`src/hdl/mpef_pkg.sv`:
```
// ----------------------------------------------------------------------------
// mpef_pkg
// Shared types, constants and the exp table builder for the Morse pair block.
// ----------------------------------------------------------------------------
package mpef_pkg;

	localparam int FRAC_BITS = 20;
	localparam int EXP_LAT = 10;
	localparam logic [29:0] LN2_Q30 = 30'd744261118;
	localparam logic [30:0] Q30_ONE = 31'd1 << 30;
	localparam logic [42:0] EXP_LIMIT = 43'd16 << FRAC_BITS;
	localparam logic [53:0] MAG_CAP = 54'd1 << 50;

	typedef enum logic [2:0] {
		CFG_DEPTH  = 3'd0,
		CFG_WIDTH  = 3'd1,
		CFG_R0     = 3'd2,
		CFG_ESHIFT = 3'd3,
		CFG_FSHIFT = 3'd4,
		CFG_CUTOFF = 3'd5
	} cfg_index_t;

	typedef struct packed {
		logic [30:0] depth;
		logic [30:0] width;
		logic [30:0] r0;
		logic [31:0] eshift;
		logic [31:0] fshift;
		logic [30:0] cutoff;
	} cfg_t;

	typedef struct packed {
		logic        valid;
		logic        big;
		logic        tiny;
		logic [24:0] y;
	} exp_arg_t;

	typedef struct packed {
		logic        valid;
		logic        ovf;
		logic [30:0] e;
	} exp_res_t;

	// 2^(j/2^bits) in Q.30 by a truncated series, evaluated at elaboration
	function automatic logic [30:0] exp_frac_entry(input int unsigned j, input int unsigned bits);
		logic [63:0] z;
		logic [63:0] term;
		logic [63:0] sum;
		z = (64'(j) * 64'(LN2_Q30)) >> bits;
		term = 64'd1 << 30;
		sum = term;
		for (int n = 1; n <= 24; n++) begin
			term = ((term * z) >> 30) / 64'(n);
			sum = sum + term;
		end
		return sum[30:0];
	endfunction

endpackage

```
`src/hdl/mpef_cfg.sv`:
```
// ----------------------------------------------------------------------------
// mpef_cfg
// Configuration register file, written one beat at a time.
// ----------------------------------------------------------------------------
module mpef_cfg (
	input  logic              clk,
	input  logic              arst_n,
	input  logic              cfg_valid,
	input  logic [2:0]        cfg_index,
	input  logic [31:0]       cfg_data,
	output mpef_pkg::cfg_t    cfg
);

	mpef_pkg::cfg_t cfg_q;

	always_ff @(posedge clk or negedge arst_n) begin
		if (!arst_n) begin
			cfg_q <= '0;
		end else if (cfg_valid) begin
			case (mpef_pkg::cfg_index_t'(cfg_index))
				mpef_pkg::CFG_DEPTH:  cfg_q.depth  <= cfg_data[30:0];
				mpef_pkg::CFG_WIDTH:  cfg_q.width  <= cfg_data[30:0];
				mpef_pkg::CFG_R0:     cfg_q.r0     <= cfg_data[30:0];
				mpef_pkg::CFG_ESHIFT: cfg_q.eshift <= cfg_data;
				mpef_pkg::CFG_FSHIFT: cfg_q.fshift <= cfg_data;
				mpef_pkg::CFG_CUTOFF: cfg_q.cutoff <= cfg_data[30:0];
				default:              cfg_q        <= cfg_q;
			endcase
		end
	end

	assign cfg = cfg_q;

endmodule

```
`config.mk`:
```
export PLATFORM = sky130hd
export DESIGN_NAME = mpef_cfg
export DESIGN_NICKNAME = d
export VERILOG_FILES = /design/src/hdl/mpef_pkg.sv /design/src/hdl/mpef_cfg.sv
export SDC_FILE = /design/constraint.sdc
export NUM_CORES = 1
export LEC_CHECK = 0
export ABC_AREA = 1
export BUFFER_PORTS_ARGS = -buffer_cell sky130_fd_sc_hd__buf_2
export CORE_MARGIN = 3
export CORE_UTILIZATION = 51
export CTS_BUF_LIST = sky130_fd_sc_hd__clkbuf_8 sky130_fd_sc_hd__clkbuf_16
export DETAILED_ROUTE_END_ITERATION = 16
export PLACE_DENSITY = 0.8
export SLEW_MARGIN = 20
export SYNTH_ARGS = -nofsm -noshare
export SYNTH_HDL_FRONTEND = slang
export SYNTH_SLANG_ARGS = --single-unit
export TNS_END_PERCENT = 100
```
`constraint.sdc`:
```
create_clock -name clk -period 0.8 [get_ports clk]
set_clock_uncertainty 0.1 [all_clocks]
set_input_delay 0.16 -clock clk [delete_from_list [all_inputs] [get_ports clk]]
set_output_delay 0.16 -clock clk [all_outputs]
set_load 0.05 [all_outputs]
```
==> results of run 1 <==
[area by class of cell]
| type | count | area, um^2 |
|---|---|---|
| Clock inverter | 12 | 193 |
| Inverter | 6 | 42.5 |
| Tap cell | 180 | 225 |
| Clock buffer | 20 | 467 |
| Multi-Input combinational cell | 583 | 2960 |
| Timing Repair Buffer | 349 | 4110 |
| Fill cell | 417 | 1030 |
| Sequential cell | 188 | 4910 |
[cells in the mapped netlist]
master / count
clkinv_1: 1
clkbuf_1: 16
inv_1: 3
inv_2: 2
nand3_1: 125
dfrtp_1: 188
nand2_1: 449
buf_2: 33
buf_4: 1
nor2_1: 3
nor2_2: 3
[final timing paths]
| check | start | to |
|---|---|---|
| max in group asynchronous | arst_n | cfg[134]$_DFFE_PN0P_ |
| setup reg to reg | cfg[128]$_DFFE_PN0P_ | cfg[128]$_DFFE_PN0P_ |
| hold / removal | cfg_data[10] | cfg[41]$_DFFE_PN0P_ |
| setup / recovery | cfg[112]$_DFFE_PN0P_ | cfg[112] |
| min in group asynchronous | arst_n | cfg[15]$_DFFE_PN0P_ |
| hold reg to reg | cfg[185]$_DFFE_PN0P_ | cfg[185]$_DFFE_PN0P_ |
[per-layer routing]
layer  vias to the layer above  GRT usage (%)  part of all wire (%)
met2                       843           59.1                    48
met4                         0           18.4                   8.2
met1                      4072           41.8                    32
met3                       280           9.29                    12
li1                       3231              -                     -
met5                         -              0                     0
[cell families after synthesis]
family | synth area share (%)
buffers and inverters | 3.50
DFF | 64.4
and+or+nand+nor | 32.1
[per-stage QoR]
step                std cells  util [%]
floorplan                 824         -
global placement         1241      68.2
detailed placement       1241      68.2
CTS                      1311      85.1
global route             1338      92.6
finish                   1338      92.6
[worst reg2reg max path: stages (launching register included)]
cell     delay (ps)
dfrtp_2         430
buf_6           120
buf_6           110
nand2_2          80
nand2_1          60
[power by group through the flow]
stage	sequential [uW]	combinational [uW]	clock (uW)
finish	13500	16200	9680
global route	13600	16700	9960
CTS	13100	14400	9410
detailed placement	12700	11600	0
floorplan	19100	1720	0
global placement	12700	11400	0
[what timing repair did]
action | in CTS | in global routing
gates resized for setup | 426 | 204
endpoints found under the hold margin | 376 | 63
endpoints found under the setup margin | 246 | 376
gates cloned | 3 | 12
setup buffers | 20 | 35
pin swaps | 19 | 63
==> impl_metrics.tcl, run 1 <==
set metrics [dict create \
    drtIter0Drc 1270 \
    worst_slew_pin_slew_ps 436 \
    crit_type "register to primary output" \
    cpPeakStageDelay_ps 450 \
    ctsHtreeMaxLevel 4 \
    clk_latency_ps 440 \
    period_minus_slack_ps 1340 \
    drv_slew 0 \
    crit_cells 1 \
    via_count 8426 \
    setup_ws_ps -542 \
    grt_use_total_pct 35.2 \
    report.power.total_uw 39400 \
    p_clk_share_pct 24.5 \
    cp.buffers_inverters 1 \
    port_buffers 225 \
    grt_pass1_wl_um 43100 \
    cts_max_path_buffers 2 \
    internal_power_uw 23300 \
    synthTopCellsByArea "dfrtp_1 (64%), nand2_1 (23%), nand3_1 (8.6%), buf_2 (2.3%), clkbuf_1 (0.82%)" \
    powerDensity_nw_per_um2 3060 \
    period_share_pct 168 \
    synth_top_area_share_pct 64.4 \
    synth_cell_types 11 \
    dp_slack_ps -541 \
    dieWidth_um 126 \
    required_ps 540 \
    crit_chain "buf_6" \
    routed_wl_um 36500 \
    cts_root_buf "clkbuf_16" \
    num_rows 43 \
    yosys.area.top_type "dfrtp_1" \
    crit_family "flip-flops" \
    syn_inst 824 \
    reg2regPathDepth 4 \
    critPathLaunchType "register" \
    grt_pass1_vias 7885 \
    finalSetupViolCount 301 \
    hold-path-cell-count 3 \
    cts_sinks 188 \
    dp_hpwl_um 15900 \
    fmax_mhz 745 \
    core_um2 13900 \
    first_pass_iters 6 \
    setup.worst_path.end_class "primary output" \
    synth-seq-cells 188 \
    whs_ps -65.6 \
    fin_area_um2 12900 \
    path_max_fanout 2 \
    layout_common_cells "nand2_1 (360), buf_6 (228), dfrtp_2 (166)" \
    netlist_area_um2 7300 \
    drv_cap 0 \
    comb_power_share_pct 41.2 \
    violations "negative hold slack, negative setup slack" \
    antenna_found_initial 0 \
    largest_reg_flops 188 \
    switching_power_uw 16200 \
    wire_per_inst_um 27.3 \
    drc 0 \
    rsz0062_at_grt "yes" \
    numCtsBuffers 17 \
    min_path_type "input pin to register" \
    power_frac_seq_pct 34.3 \
    status "finished, violations left" \
    die_area_um2 15800 \
    placed_area_um2 9500 \
    hold_viol 47 \
    syn_nets 862 \
    place.gp.congestion 0.848 \
    yosysWarnings 0 \
    antenna_cells 0 \
    tritoncts "built" \
    max_slew_margin_pct 70.9 \
    nets 1183 \
    overflow 0 \
    arrival_ps 1080 \
    via_per_inst 6.30 \
    netSwitchingFraction_pct 41.0 \
    ys_seq_area_share_pct 64.4 \
    layout-drive-gt1-share_pct 57.5 \
    syn_to_final_growth_pct 76.8 \
    power.leakage_uw 0.00646 \
    num_io_pins 226 \
    cts_hold_buf 16 \
    ant_nets 0 \
    crit_slowest_cell "dfrtp_1" \
    ir_drop_mv 1.84 \
    syn_area_per_cell_um2 8.86 \
    final_common_cell "nand2_1" \
    fin_setup_tns_ps -96910 \
    grt_max_degree 35 \
    start_util_pct 52.4 \
    reg2reg_setup_slack_ps -210 \
    die_y_um 126 \
    clk_pin_slew_worst_paths_ps 70 \
]
(Power assumes the default switching activity.)
==> run 2, diff against run 1 <==
--- a/config.mk
+++ b/config.mk
@@ -16,4 +16,4 @@
 export SYNTH_ARGS = -nofsm -noshare
 export SYNTH_HDL_FRONTEND = slang
 export SYNTH_SLANG_ARGS = --single-unit
-export TNS_END_PERCENT = 100
+export TNS_END_PERCENT = 20
==> impl_metrics.tcl, run 2 (same netlist as run 1, synthesis figures left out) <==
set metrics [dict create \
    die_y_um 126 \
    dp_slack_ps -558 \
    crit_type "register to primary output" \
    first_pass_iters 6 \
    dieWidth_um 126 \
    dp_hpwl_um 15800 \
    nets 1211 \
    clk_latency_ps 430 \
    grt_pass1_wl_um 43500 \
    crit_chain "buf_6" \
    period_minus_slack_ps 1330 \
    cts_root_buf "clkbuf_16" \
    cts_sinks 188 \
    setup.worst_path.end_class "primary output" \
    via_count 8095 \
    min_path_type "input pin to register" \
    ir_drop_mv 1.76 \
    setup_ws_ps -527 \
    grt_pass1_vias 8065 \
    placed_area_um2 9390 \
    layout_common_cells "nand2_1 (415), buf_6 (211), dfrtp_1 (146)" \
    crit_slowest_cell "dfrtp_1" \
    finalSetupViolCount 349 \
    whs_ps -56.7 \
    crit_family "flip-flops" \
    largest_reg_flops 188 \
    port_buffers 225 \
    comb_power_share_pct 41.9 \
    die_area_um2 15800 \
    finalNonFillerCells 1366 \
    overflow 0 \
    ant_nets 0 \
    drc 0 \
    placed_cells 1258 \
    status "finished, violations left" \
    violations "negative hold slack, negative setup slack" \
    ff_latch_area_um2 4760 \
    cpPeakStageDelay_ps 440 \
    fillCellCount 627 \
    num_rows 43 \
    period_share_pct 166 \
    internal_power_uw 22100 \
    clk_pin_slew_worst_paths_ps 80 \
    multiInputGateArea_um2 2510 \
    power_frac_seq_pct 34.9 \
    required_ps 540 \
    max_slew_margin_pct 79.1 \
    arrival_ps 1070 \
    numCtsBuffers 17 \
    path_max_fanout 2 \
    fin_setup_tns_ps -97490 \
    switching_power_uw 15200 \
    grt_use_total_pct 35.5 \
    antenna_cells 0 \
    wire_per_inst_um 22.6 \
    routed_wl_um 30800 \
    routed.top_layer "met4" \
    final_common_cell "nand2_1" \
    start_util_pct 52.4 \
    worst_slew_pin_slew_ps 313 \
    ctsHtreeMaxLevel 4 \
    grt_max_degree 32 \
    wl_met1_um 10200 \
    num_io_pins 226 \
    wl_met2_um 15200 \
    wl_met3_um 3120 \
    fin_area_um2 12100 \
    core_um2 13900 \
    powerDensity_nw_per_um2 3100 \
    place.gp.congestion 0.877 \
    hold_viol 40 \
    netSwitchingFraction_pct 40.9 \
    fmax_mhz 754 \
    antenna_found_initial 0 \
    cts_max_path_buffers 2 \
    critPathLaunchType "register" \
    layout-drive-gt1-share_pct 39.8 \
    p_clk_share_pct 23.3 \
    drtIter0Drc 1098 \
    tritoncts "built" \
    cp.buffers_inverters 1 \
    cts_hold_buf 23 \
    rsz0062_at_grt "yes" \
    via_per_inst 5.93 \
    drv_slew 0 \
    syn_to_final_growth_pct 65.1 \
    drv_cap 0 \
    power.leakage_uw 0.00645 \
]
run 2: final cells by class:
| cell class | count | area share [%] |
|---|---|---|
| flip-flops and latches | 188 | 39.5 |
| repair buffers | 380 | 32.7 |
| multi-input cells | 580 | 20.8 |
| clock buffers | 19 | 3.76 |
| well taps | 180 | 1.87 |
| clock inverters | 13 | 1.15 |
| inverters | 6 | 0.260 |
run 2: power groups by stage:
stage          registers (uW)  clock network, uW  logic [uW]
6_report                13000               8680       15600
2_1_floorplan           18800                  0        1680
4_1_cts                 12800               8540       14500
5_1_grt                 13100               9050       16100
3_5_place_dp            12500                  0       11800
3_3_place_gp            12500                  0       11600
run 2: layer usage:
layer	up-vias	GRT usage, %
li1	3286	-
met2	685	59.0
met3	222	9.25
met1	3902	41.1
met5	-	0
met4	0	22.4
run 2: metrics by stage:
stage                     total power (uW)  hold WS [ps]  util, %
after floorplan                      20500          -236        -
after global placement               24100         -10.8     67.4
after detailed placement             24300         -13.2     67.4
after CTS                            35800         -80.6     83.4
after global routing                 38300         -50.2     86.5
final                                37300         -56.7     86.5
run 2: path summary, 6_finish.rpt:
check / start / endpoint / slack, ps / cells past startpoint
worst max-delay path: cfg[122]$_DFFE_PN0P_ / cfg[122] / -530 / 1
worst min-delay path: cfg_data[26] / cfg[89]$_DFFE_PN0P_ / -60 / 3
worst max register to register: cfg[49]$_DFFE_PN0P_ / cfg[49]$_DFFE_PN0P_ / -330 / 5
worst min register to register: cfg[180]$_DFFE_PN0P_ / cfg[180]$_DFFE_PN0P_ / 390 / 2
max in group asynchronous: arst_n / cfg[22]$_DFFE_PN0P_ / 30 / 3
min in group asynchronous: arst_n / cfg[77]$_DFFE_PN0P_ / 90 / 2
run 2: repair_timing:
item,CTS,global route
pin swaps,4,11
resized for setup,391,74
setup buffers,24,29
hold endpoints to repair,375,40
endpoints found under the setup margin,330,385
